`config.mk`:
```
export PLATFORM = sky130hd
export DESIGN_NAME = slow_pwm_valve_min_on_time_core
export DESIGN_NICKNAME = d
export VERILOG_FILES = /design/src/spv_pkg.sv /design/src/slow_pwm_valve_min_on_time_core.sv /design/src/spv_regs.sv /design/src/spv_div.sv /design/src/spv_dp.sv /design/src/spv_ctrl.sv
export VERILOG_INCLUDE_DIRS = /design/src /design/src/src
export SDC_FILE = /design/constraint.sdc
export NUM_CORES = 1
export LEC_CHECK = 0
export BUFFER_PORTS_ARGS = -buffer_cell sky130_fd_sc_hd__buf_2
export CAP_MARGIN = 10
export CORE_MARGIN = 8
export CORE_UTILIZATION = 45
export DETAILED_ROUTE_END_ITERATION = 6
export MAX_ROUTING_LAYER = met4
export SYNTH_ARGS = -nofsm -noshare
export SYNTH_HDL_FRONTEND = slang
export SYNTH_SLANG_ARGS = --single-unit
```
`constraint.sdc`:
```
create_clock -name clk -period 8.2 [get_ports clk]
set_input_delay 1.64 -clock clk [delete_from_list [all_inputs] [get_ports clk]]
set_output_delay 1.64 -clock clk [all_outputs]
set_load 0.01 [all_outputs]
```
`src/slow_pwm_valve_min_on_time_core_assert.svh`:
```
`ifndef SLOW_PWM_VALVE_MIN_ON_TIME_CORE_ASSERT_SVH
`define SLOW_PWM_VALVE_MIN_ON_TIME_CORE_ASSERT_SVH

// Same-cycle implication, checked at every rising edge outside reset.
`define SPV_ASSERT_NOW(lbl, clk, rst, ante, cons) \
  lbl: assert property (@(posedge clk) disable iff (rst) (ante) |-> (cons)) \
    else $error("spv check failed");

// Next-cycle implication, checked at every rising edge outside reset.
`define SPV_ASSERT_NEXT(lbl, clk, rst, ante, cons) \
  lbl: assert property (@(posedge clk) disable iff (rst) (ante) |=> (cons)) \
    else $error("spv check failed");

`endif

```
`src/spv_pkg.sv`:
```
package spv_pkg;

  localparam int NOW_W          = 32;
  localparam int PCT_W          = 7;
  localparam int PER_W          = 16;
  localparam int PROD_W         = PCT_W + PER_W;
  localparam int CNT_W          = $clog2(PROD_W + 1);
  localparam int TIME_WIDTH_DEF = 32;

  // Rounded-up 2^30 / 100, exact for every dividend below 2^23.
  localparam int RECIP_W   = 24;
  localparam int REQ_SHIFT = 30;
  localparam logic [RECIP_W-1:0] REQ_RECIP = RECIP_W'(10737419);

  localparam int ADDR_W = 4;
  localparam int DATA_W = 32;

  localparam logic [PCT_W-1:0] PCT_FULL = PCT_W'(100);

  localparam logic [PCT_W-1:0] DUTY_RST   = '0;
  localparam logic [PER_W-1:0] BASE_RST   = PER_W'(1000);
  localparam logic [PER_W-1:0] MIN_ON_RST = PER_W'(100);

  localparam logic [1:0] REG_DUTY   = 2'd0;
  localparam logic [1:0] REG_BASE   = 2'd1;
  localparam logic [1:0] REG_MIN_ON = 2'd2;

  typedef enum logic [2:0] {
    S_IDLE,
    S_MUL,
    S_REQ,
    S_CHECK,
    S_PER_WAIT,
    S_DECIDE
  } state_t;

  typedef struct packed {
    logic [PCT_W-1:0] duty;
    logic [PER_W-1:0] base;
    logic [PER_W-1:0] min_on;
  } cfg_t;

  typedef struct packed {
    logic load_now;
    logic mul;
    logic div_start;
    logic take_req;
    logic take_per;
    logic commit;
  } cmd_t;

  typedef struct packed {
    logic div_busy;
    logic div_done;
    logic need_stretch;
    logic out_free;
  } sts_t;

endpackage

```
`src/slow_pwm_valve_min_on_time_core.sv`:
```
// Slow time-proportioning PWM for a valve with a minimum open time. Each item is a
// free-running millisecond time stamp and yields one item holding the valve drive bit.
// The on time is duty * base period / 100 (duty saturates at 100); a nonzero request
// below min_on_ms opens the valve for min_on_ms and stretches the period to
// min_on_ms * 100 / duty. The division by 100 is a multiply by a reciprocal, and the
// stretched period comes from a bit-serial divider, one quotient bit per cycle over
// 23 bits. One item is worked on at a time: a new one is taken only once the last
// has been committed, and a commit waits while an earlier result is stalled in the
// output register. The next item is accepted while a finished result still waits in
// the output register. Time wraps modulo 2^TIME_WIDTH; configuration is written
// through the APB port at byte addresses 0 (duty), 4 (base period) and 8 (minimum on
// time).
module slow_pwm_valve_min_on_time_core #(
  parameter int TIME_WIDTH = spv_pkg::TIME_WIDTH_DEF
) (
  input  logic                        clk,
  input  logic                        rst,
  input  logic                        psel,
  input  logic                        penable,
  input  logic                        pwrite,
  input  logic [spv_pkg::ADDR_W-1:0]  paddr,
  input  logic [spv_pkg::DATA_W-1:0]  pwdata,
  output logic [spv_pkg::DATA_W-1:0]  prdata,
  output logic                        pready,
  input  logic                        in_valid,
  output logic                        in_stall,
  input  logic [spv_pkg::NOW_W-1:0]   now_ms,
  output logic                        out_valid,
  input  logic                        out_stall,
  output logic                        valve_on
);

  spv_pkg::cfg_t cfg;
  spv_pkg::cmd_t cmd;
  spv_pkg::sts_t sts;

  spv_regs u_regs (
    .clk     (clk),
    .rst     (rst),
    .psel    (psel),
    .penable (penable),
    .pwrite  (pwrite),
    .paddr   (paddr),
    .pwdata  (pwdata),
    .prdata  (prdata),
    .pready  (pready),
    .cfg     (cfg)
  );

  spv_ctrl u_ctrl (
    .clk      (clk),
    .rst      (rst),
    .in_valid (in_valid),
    .in_stall (in_stall),
    .sts      (sts),
    .cmd      (cmd)
  );

  spv_dp #(
    .TIME_WIDTH (TIME_WIDTH)
  ) u_dp (
    .clk       (clk),
    .rst       (rst),
    .cfg       (cfg),
    .cmd       (cmd),
    .sts       (sts),
    .now_ms    (now_ms),
    .out_valid (out_valid),
    .out_stall (out_stall),
    .valve_on  (valve_on)
  );

endmodule

```
`src/spv_regs.sv`:
```
module spv_regs (
  input  logic                        clk,
  input  logic                        rst,
  input  logic                        psel,
  input  logic                        penable,
  input  logic                        pwrite,
  input  logic [spv_pkg::ADDR_W-1:0]  paddr,
  input  logic [spv_pkg::DATA_W-1:0]  pwdata,
  output logic [spv_pkg::DATA_W-1:0]  prdata,
  output logic                        pready,
  output spv_pkg::cfg_t               cfg
);

  logic       wr_en;
  logic [1:0] reg_idx;

  assign pready  = 1'b1;
  assign wr_en   = psel && penable && pwrite;
  assign reg_idx = paddr[3:2];

  always_ff @(posedge clk) begin
    if (rst) begin
      cfg.duty   <= spv_pkg::DUTY_RST;
      cfg.base   <= spv_pkg::BASE_RST;
      cfg.min_on <= spv_pkg::MIN_ON_RST;
    end else if (wr_en) begin
      unique case (reg_idx)
        spv_pkg::REG_DUTY:   cfg.duty   <= pwdata[spv_pkg::PCT_W-1:0];
        spv_pkg::REG_BASE:   cfg.base   <= pwdata[spv_pkg::PER_W-1:0];
        spv_pkg::REG_MIN_ON: cfg.min_on <= pwdata[spv_pkg::PER_W-1:0];
        default: ;
      endcase
    end
  end

  always_comb begin
    unique case (reg_idx)
      spv_pkg::REG_DUTY:   prdata = spv_pkg::DATA_W'(cfg.duty);
      spv_pkg::REG_BASE:   prdata = spv_pkg::DATA_W'(cfg.base);
      spv_pkg::REG_MIN_ON: prdata = spv_pkg::DATA_W'(cfg.min_on);
      default:             prdata = '0;
    endcase
  end

endmodule

```
`src/spv_div.sv`:
```
`include "slow_pwm_valve_min_on_time_core_assert.svh"

module spv_div (
  input  logic                        clk,
  input  logic                        rst,
  input  logic                        start,
  input  logic [spv_pkg::PROD_W-1:0]  dividend,
  input  logic [spv_pkg::PCT_W-1:0]   divisor,
  output logic                        busy,
  output logic                        done,
  output logic [spv_pkg::PROD_W-1:0]  quotient
);

  logic [spv_pkg::PROD_W-1:0] dq;
  logic [spv_pkg::PCT_W-1:0]  rem;
  logic [spv_pkg::PCT_W-1:0]  dvs;
  logic [spv_pkg::CNT_W-1:0]  cnt;
  logic [spv_pkg::PCT_W:0]    rem_shift;
  logic [spv_pkg::PCT_W:0]    rem_diff;
  logic                       ge;

  // One restoring step per cycle; quotient bits shift in where dividend bits leave.
  assign rem_shift = {rem, dq[spv_pkg::PROD_W-1]};
  assign rem_diff  = rem_shift - {1'b0, dvs};
  assign ge        = rem_shift >= {1'b0, dvs};
  assign quotient  = dq;

  always_ff @(posedge clk) begin
    if (rst) begin
      busy <= 1'b0;
      done <= 1'b0;
      cnt  <= '0;
    end else begin
      done <= 1'b0;
      if (start) begin
        busy <= 1'b1;
        cnt  <= spv_pkg::CNT_W'(spv_pkg::PROD_W);
      end else if (busy) begin
        cnt <= cnt - spv_pkg::CNT_W'(1);
        if (cnt == spv_pkg::CNT_W'(1)) begin
          busy <= 1'b0;
          done <= 1'b1;
        end
      end
    end
  end

  always_ff @(posedge clk) begin
    if (start) begin
      dq  <= dividend;
      rem <= '0;
      dvs <= divisor;
    end else if (busy) begin
      dq  <= {dq[spv_pkg::PROD_W-2:0], ge};
      rem <= ge ? rem_diff[spv_pkg::PCT_W-1:0] : rem_shift[spv_pkg::PCT_W-1:0];
    end
  end

  `SPV_ASSERT_NEXT(a_div_finish, clk, rst, busy && !start && cnt == spv_pkg::CNT_W'(1), done && !busy)

endmodule

```
`src/spv_dp.sv`:
```
module spv_dp #(
  parameter int TIME_WIDTH = spv_pkg::TIME_WIDTH_DEF
) (
  input  logic                       clk,
  input  logic                       rst,
  input  spv_pkg::cfg_t              cfg,
  input  spv_pkg::cmd_t              cmd,
  output spv_pkg::sts_t              sts,
  input  logic [spv_pkg::NOW_W-1:0]  now_ms,
  output logic                       out_valid,
  input  logic                       out_stall,
  output logic                       valve_on
);

  localparam int CMP_W = (TIME_WIDTH > spv_pkg::PROD_W) ? TIME_WIDTH : spv_pkg::PROD_W;
  localparam int SCL_W = spv_pkg::PROD_W + spv_pkg::RECIP_W;

  logic [TIME_WIDTH-1:0]      now_t;
  logic [TIME_WIDTH-1:0]      cycle_start;
  logic [TIME_WIDTH-1:0]      cycle_start_next;
  logic [TIME_WIDTH-1:0]      elapsed;
  logic                       valve_open;
  logic                       valve_open_next;
  logic [spv_pkg::PROD_W-1:0] prod_req;
  logic [spv_pkg::PROD_W-1:0] prod_min;
  logic [SCL_W-1:0]           req_scaled;
  logic [spv_pkg::PER_W-1:0]  req;
  logic [spv_pkg::PROD_W-1:0] period;
  logic [spv_pkg::PER_W-1:0]  on_time;
  logic [spv_pkg::PCT_W-1:0]  pct;
  logic                       stretch;
  logic [CMP_W-1:0]           el_x;
  logic [CMP_W-1:0]           on_x;
  logic [CMP_W-1:0]           per_x;
  logic [spv_pkg::PROD_W-1:0] div_quo;
  logic                       div_busy;
  logic                       div_done;

  assign pct = (cfg.duty > spv_pkg::PCT_FULL) ? spv_pkg::PCT_FULL : cfg.duty;

  // The request divides by 100 through a multiply by the reciprocal.
  assign req_scaled = SCL_W'(prod_req) * SCL_W'(spv_pkg::REQ_RECIP);

  spv_div u_div (
    .clk      (clk),
    .rst      (rst),
    .start    (cmd.div_start),
    .dividend (prod_min),
    .divisor  (pct),
    .busy     (div_busy),
    .done     (div_done),
    .quotient (div_quo)
  );

  // A nonzero request below the minimum open time gets the minimum and a stretched period.
  assign stretch = (req != '0) && (req < cfg.min_on);
  assign on_time = (req == '0) ? '0 : (stretch ? cfg.min_on : req);

  assign elapsed = now_t - cycle_start;
  assign el_x    = CMP_W'(elapsed);
  assign on_x    = CMP_W'(on_time);
  assign per_x   = CMP_W'(period);

  always_comb begin
    valve_open_next  = valve_open;
    cycle_start_next = cycle_start;
    if (valve_open) begin
      if ((el_x > on_x) && (spv_pkg::PROD_W'(on_time) < period)) begin
        valve_open_next = 1'b0;
      end
    end else if ((el_x > per_x) && (on_time != '0)) begin
      valve_open_next  = 1'b1;
      cycle_start_next = cycle_start + TIME_WIDTH'(period);
    end
  end

  assign sts.div_busy     = div_busy;
  assign sts.div_done     = div_done;
  assign sts.need_stretch = stretch;
  assign sts.out_free     = !out_valid || !out_stall;

  always_ff @(posedge clk) begin
    if (cmd.load_now) begin
      now_t <= TIME_WIDTH'(now_ms);
    end
    if (cmd.mul) begin
      prod_req <= spv_pkg::PROD_W'(pct) * spv_pkg::PROD_W'(cfg.base);
      prod_min <= spv_pkg::PROD_W'(cfg.min_on) * spv_pkg::PROD_W'(spv_pkg::PCT_FULL);
    end
    if (cmd.take_req) begin
      req    <= req_scaled[spv_pkg::REQ_SHIFT +: spv_pkg::PER_W];
      period <= spv_pkg::PROD_W'(cfg.base);
    end else if (cmd.take_per) begin
      period <= div_quo;
    end
  end

  always_ff @(posedge clk) begin
    if (rst) begin
      valve_open  <= 1'b0;
      cycle_start <= '0;
      out_valid   <= 1'b0;
      valve_on    <= 1'b0;
    end else if (cmd.commit) begin
      valve_open  <= valve_open_next;
      cycle_start <= cycle_start_next;
      out_valid   <= 1'b1;
      valve_on    <= valve_open_next;
    end else if (out_valid && !out_stall) begin
      out_valid <= 1'b0;
    end
  end

endmodule

```
`src/spv_ctrl.sv`:
```
`include "slow_pwm_valve_min_on_time_core_assert.svh"

module spv_ctrl (
  input  logic           clk,
  input  logic           rst,
  input  logic           in_valid,
  output logic           in_stall,
  input  spv_pkg::sts_t  sts,
  output spv_pkg::cmd_t  cmd
);

  spv_pkg::state_t state;
  spv_pkg::state_t state_next;

  always_ff @(posedge clk) begin
    if (rst) begin
      state <= spv_pkg::S_IDLE;
    end else begin
      state <= state_next;
    end
  end

  always_comb begin
    state_next = state;
    cmd        = '0;
    in_stall   = 1'b1;
    unique case (state)
      spv_pkg::S_IDLE: begin
        in_stall = 1'b0;
        if (in_valid) begin
          cmd.load_now = 1'b1;
          state_next   = spv_pkg::S_MUL;
        end
      end
      spv_pkg::S_MUL: begin
        cmd.mul    = 1'b1;
        state_next = spv_pkg::S_REQ;
      end
      spv_pkg::S_REQ: begin
        cmd.take_req = 1'b1;
        state_next   = spv_pkg::S_CHECK;
      end
      spv_pkg::S_CHECK: begin
        if (sts.need_stretch) begin
          cmd.div_start = 1'b1;
          state_next    = spv_pkg::S_PER_WAIT;
        end else begin
          state_next = spv_pkg::S_DECIDE;
        end
      end
      spv_pkg::S_PER_WAIT: begin
        if (sts.div_done) begin
          cmd.take_per = 1'b1;
          state_next   = spv_pkg::S_DECIDE;
        end
      end
      spv_pkg::S_DECIDE: begin
        // The valve state and the result move together, so wait for a free output.
        if (sts.out_free) begin
          cmd.commit = 1'b1;
          state_next = spv_pkg::S_IDLE;
        end
      end
      default: begin
        state_next = spv_pkg::S_IDLE;
      end
    endcase
  end

  `SPV_ASSERT_NOW(a_start_idle_div, clk, rst, cmd.div_start, !sts.div_busy)
  `SPV_ASSERT_NOW(a_commit_free, clk, rst, cmd.commit, sts.out_free)
  `SPV_ASSERT_NEXT(a_accept_mul, clk, rst, state == spv_pkg::S_IDLE && in_valid, state == spv_pkg::S_MUL)

endmodule
```
==> run_summary.xml <==
<?xml version="1.0" encoding="UTF-8"?>
<metrics>
  <group name="layout">
    <metric name="diodes" unit="">0</metric>
    <metric name="fraction_of_final_layout_cells_sized_beyond_drive_strength_1" unit="%">6.047</metric>
    <metric name="syn2layout_area_growth" unit="%">7.705</metric>
    <metric name="final_nets" unit="">3808</metric>
    <metric name="instances_no_fill" unit="">3847</metric>
  </group>
  <group name="job">
    <metric name="max_cap_violations" unit="">0</metric>
  </group>
  <group name="grt">
    <metric name="grt-ovfl-total" unit="">0</metric>
    <metric name="global_route.usage.total" unit="%">21.23</metric>
    <metric name="antenna_found_initial" unit="">1</metric>
    <metric name="grt_pass1_vias" unit="">21260</metric>
    <metric name="wire_length_of_the_first_global_routing_pass" unit="mm">116.5</metric>
    <metric name="grt_max_degree" unit="">47</metric>
  </group>
  <group name="synthesis">
    <metric name="netlist.top_cell.by_area" unit="">ha_1</metric>
    <metric name="post_synth_instance_area" unit="mm^2">0.02798</metric>
    <metric name="synth_sequential_area_ratio" unit="%">21.75</metric>
    <metric name="ys.warnings.count" unit="">0</metric>
    <metric name="netlist_top_cells_count" unit="">inv_1, ha_1, fa_1</metric>
    <metric name="synth_top_cells_by_area" unit="">ha_1, fa_1, edfxtp_1</metric>
    <metric name="ys_async_sr_fraction" unit="%">0</metric>
    <metric name="yosysMostFrequentCell" unit="">inv_1</metric>
    <metric name="netlist-cell-type-count" unit="">74</metric>
    <metric name="syn-mean-instance-area" unit="um^2">9.492</metric>
    <metric name="synth_seq_cells" unit="">235</metric>
    <metric name="top_area_cell_type_share_of_the_netlist_area" unit="%">20.84</metric>
    <metric name="synth_flop_cell" unit="">edfxtp_1</metric>
    <metric name="syn_inst" unit="">2948</metric>
    <metric name="synth_edf_count" unit="">138</metric>
  </group>
  <group name="cts">
    <metric name="ctsHtreeMaxLevel" unit="">1</metric>
    <metric name="cts_buffer_depth" unit="">3</metric>
    <metric name="ctsResizeCount" unit="">0</metric>
    <metric name="post-cts-setup-buffers" unit="">0</metric>
    <metric name="clock-sinks" unit="">235</metric>
    <metric name="clkLatencyLatePin" unit="ns">0.58</metric>
    <metric name="clock-root-buffer" unit="">clkbuf_16</metric>
    <metric name="numCtsBuffers" unit="">27</metric>
    <metric name="cts_hold_repair.buffers" unit="">0</metric>
    <metric name="worst_setup_hold_path_clk_slew" unit="ns">0.06</metric>
    <metric name="tritoncts" unit="">built</metric>
  </group>
  <group name="sta">
    <metric name="finalSetupTns" unit="ns">0</metric>
    <metric name="final_period_minus_worst_setup_slack" unit="ns">7.620</metric>
    <metric name="slew-limit-headroom" unit="%">17.93</metric>
    <metric name="setup_repair_after_global_routing_missed_its_margin" unit="">no</metric>
    <metric name="clock_skew" unit="ns">0.01349</metric>
    <metric name="post-route-period-util" unit="%">92.92</metric>
    <metric name="timing_max_transition_violations_final" unit="">0</metric>
    <metric name="timing.final.hold_violations" unit="">0</metric>
    <metric name="worst_slew_pin_slew" unit="ns">1.226</metric>
    <metric name="timing.fmax" unit="MHz">131.2</metric>
    <metric name="finalSetupViolations" unit="">0</metric>
  </group>
  <group name="floorplanning">
    <metric name="floorplan.die.width" unit="um">265.4</metric>
    <metric name="core_region_area" unit="mm^2">0.06160</metric>
    <metric name="rows" unit="">91</metric>
    <metric name="initial_core_util" unit="%">45.43</metric>
    <metric name="fp.dieArea" unit="mm^2">0.07042</metric>
    <metric name="die_h" unit="um">265.4</metric>
    <metric name="io_pins" unit="">111</metric>
  </group>
  <group name="outcome">
    <metric name="status" unit="">complete, no violations</metric>
  </group>
  <group name="detailed_routing">
    <metric name="route.vias.total" unit="">20610</metric>
    <metric name="drtAntennaViolNets" unit="">0</metric>
    <metric name="firstDrtPassIters" unit="">5</metric>
    <metric name="drc_errors" unit="">0</metric>
    <metric name="route.detailed.wl_per_inst" unit="um">18.79</metric>
    <metric name="routed_wl" unit="mm">72.28</metric>
    <metric name="drt-vias-per-instance" unit="">5.357</metric>
    <metric name="first_iter_violations" unit="">1563</metric>
  </group>
  <group name="placement">
    <metric name="number_of_cells_in_the_design_after_placement" unit="">3798</metric>
    <metric name="post-dp-hpwl" unit="mm">59.94</metric>
    <metric name="routabilityCongestion" unit="">0.9417</metric>
    <metric name="io_buffers" unit="">75</metric>
  </group>
  <group name="setup_path">
    <metric name="worst-endpoint-required" unit="ns">8.52</metric>
    <metric name="timing.critical_path.cells" unit="">inv_1, fa_1, inv_1, fa_1, inv_1, fa_1, fa_1, inv_1, fa_1, fa_1, inv_1, fa_1, inv_1, ha_1, a21o_1, a21o_1, a221oi_1, o21a_1, o21ai_0, a221oi_1, a21oi_1, a21o_1, a21oi_1, xnor2_1</metric>
    <metric name="slowest_delay" unit="ns">0.66</metric>
    <metric name="criticalPathCategory" unit="">reg2reg</metric>
    <metric name="worst_setup_path_end_kind" unit="">register</metric>
    <metric name="critPathMostFrequentCell" unit="">fa_1</metric>
    <metric name="worstPathArrival" unit="ns">7.94</metric>
    <metric name="top_fanout_value_on_the_critical_path" unit="">7</metric>
    <metric name="critical-path-top-delay-family" unit="">adder cells</metric>
    <metric name="timing.critical_path.from_type" unit="">register</metric>
    <metric name="worstPathBufferInverterCount" unit="">6</metric>
    <metric name="cp_slowest_cell" unit="">a221oi_1</metric>
  </group>
  <group name="min_path">
    <metric name="hold_path_class" unit="">reg2reg</metric>
  </group>
</metrics>
[routing by layer]
metal  share of wire [%]  global-route usage [%]
met2                  44                   32.20
met5                   0                       -
met4                 2.3                   4.534
met3                 5.8                   2.660
met1                  48                   30.31
[kinds of logic (layout without fill, tap and decap cells)]
logic type	after synthesis	in the layout	synth area share (%)
multiplexers	80	80	3.032
flip-flops	235	235	21.75
other	2	17	0.02684
AO/OA/AOI/OAI	442	442	10.45
buffers and inverters	642	689	8.925
XOR/XNOR	97	97	3.036
AND/OR/NAND/NOR	707	707	12.13
adder cells (fa/ha/maj)	743	743	40.65
[final cells by class]
cell class	count	area [um^2]
Fill cell	5703	31460
Multi-Input combinational cell	2086	19490
Sequential cell	235	6086
Inverter	545	2046
Tap cell	837	1047
Clock buffer	31	710.7
Timing Repair Buffer	95	525.5
Clock inverter	18	234.0
[worst register-to-register path, stage by stage, from the launching register on]
cell      delay (ns)
edfxtp_1        0.54
inv_1           0.15
fa_1            0.53
inv_1           0.08
fa_1            0.50
inv_1           0.05
fa_1            0.53
fa_1            0.53
inv_1           0.05
fa_1            0.47
fa_1            0.55
inv_1           0.06
fa_1            0.53
inv_1           0.05
ha_1            0.32
a21o_1          0.17
a21o_1          0.18
a221oi_1        0.27
o21a_1          0.27
o21ai_0         0.16
a221oi_1        0.66
a21oi_1         0.21
a21o_1          0.25
a21oi_1         0.18
xnor2_1         0.09
[per-stage QoR]
step                      setup slack [ns]  hold slack, ns  area [um^2]  utilization [%]
after floorplan                      1.397          0.4467        28040                -
after global placement              0.6980          0.4563        29190            47.39
after detailed placement            0.6347          0.4755        29190            47.39
after CTS                           0.5868          0.4859        30140            48.93
after global routing                0.2404          0.5025        30140            48.93
final                               0.5805          0.4823        30140            48.93
[sequential cells by signal (all words and copies together), names as in the netlist, 7 cells and up]
signal               cells
u_dp.cycle_start        32
u_dp.now_t              32
u_dp.period             23
u_dp.prod_min           21
u_dp.prod_req           23
u_dp.req                16
u_dp.u_div.dvs           7
u_dp.u_div.quotient     23
u_dp.u_div.rem           7
u_regs.cfg              39
[placed cells by master, fill, tap and decap left out, types with 62 or more instances in the layout]
cell / instances
buf_2: 75
a21o_1: 63
and2_1: 62
inv_1: 544
dfxtp_1: 97
fa_1: 277
a21oi_1: 141
nand2_1: 248
xnor2_1: 65
edfxtp_1: 138
nor2_1: 149
ha_1: 466
[path summary, 6_finish.rpt]
check	from	end	slack, ns	depth (start not counted)
setup / recovery	u_dp.prod_req[6]	u_dp.req[11]	0.58	24
setup reg to reg	u_dp.prod_req[6]	u_dp.req[11]	0.58	24
hold / removal	u_dp.u_div.rem[6]	u_dp.u_div.rem[6]	0.48	2
hold reg to reg	u_dp.u_div.rem[6]	u_dp.u_div.rem[6]	0.48	2
Power is not shown: default switching activity piles up to over one toggle a cycle in this logic, so the estimate is an artifact.
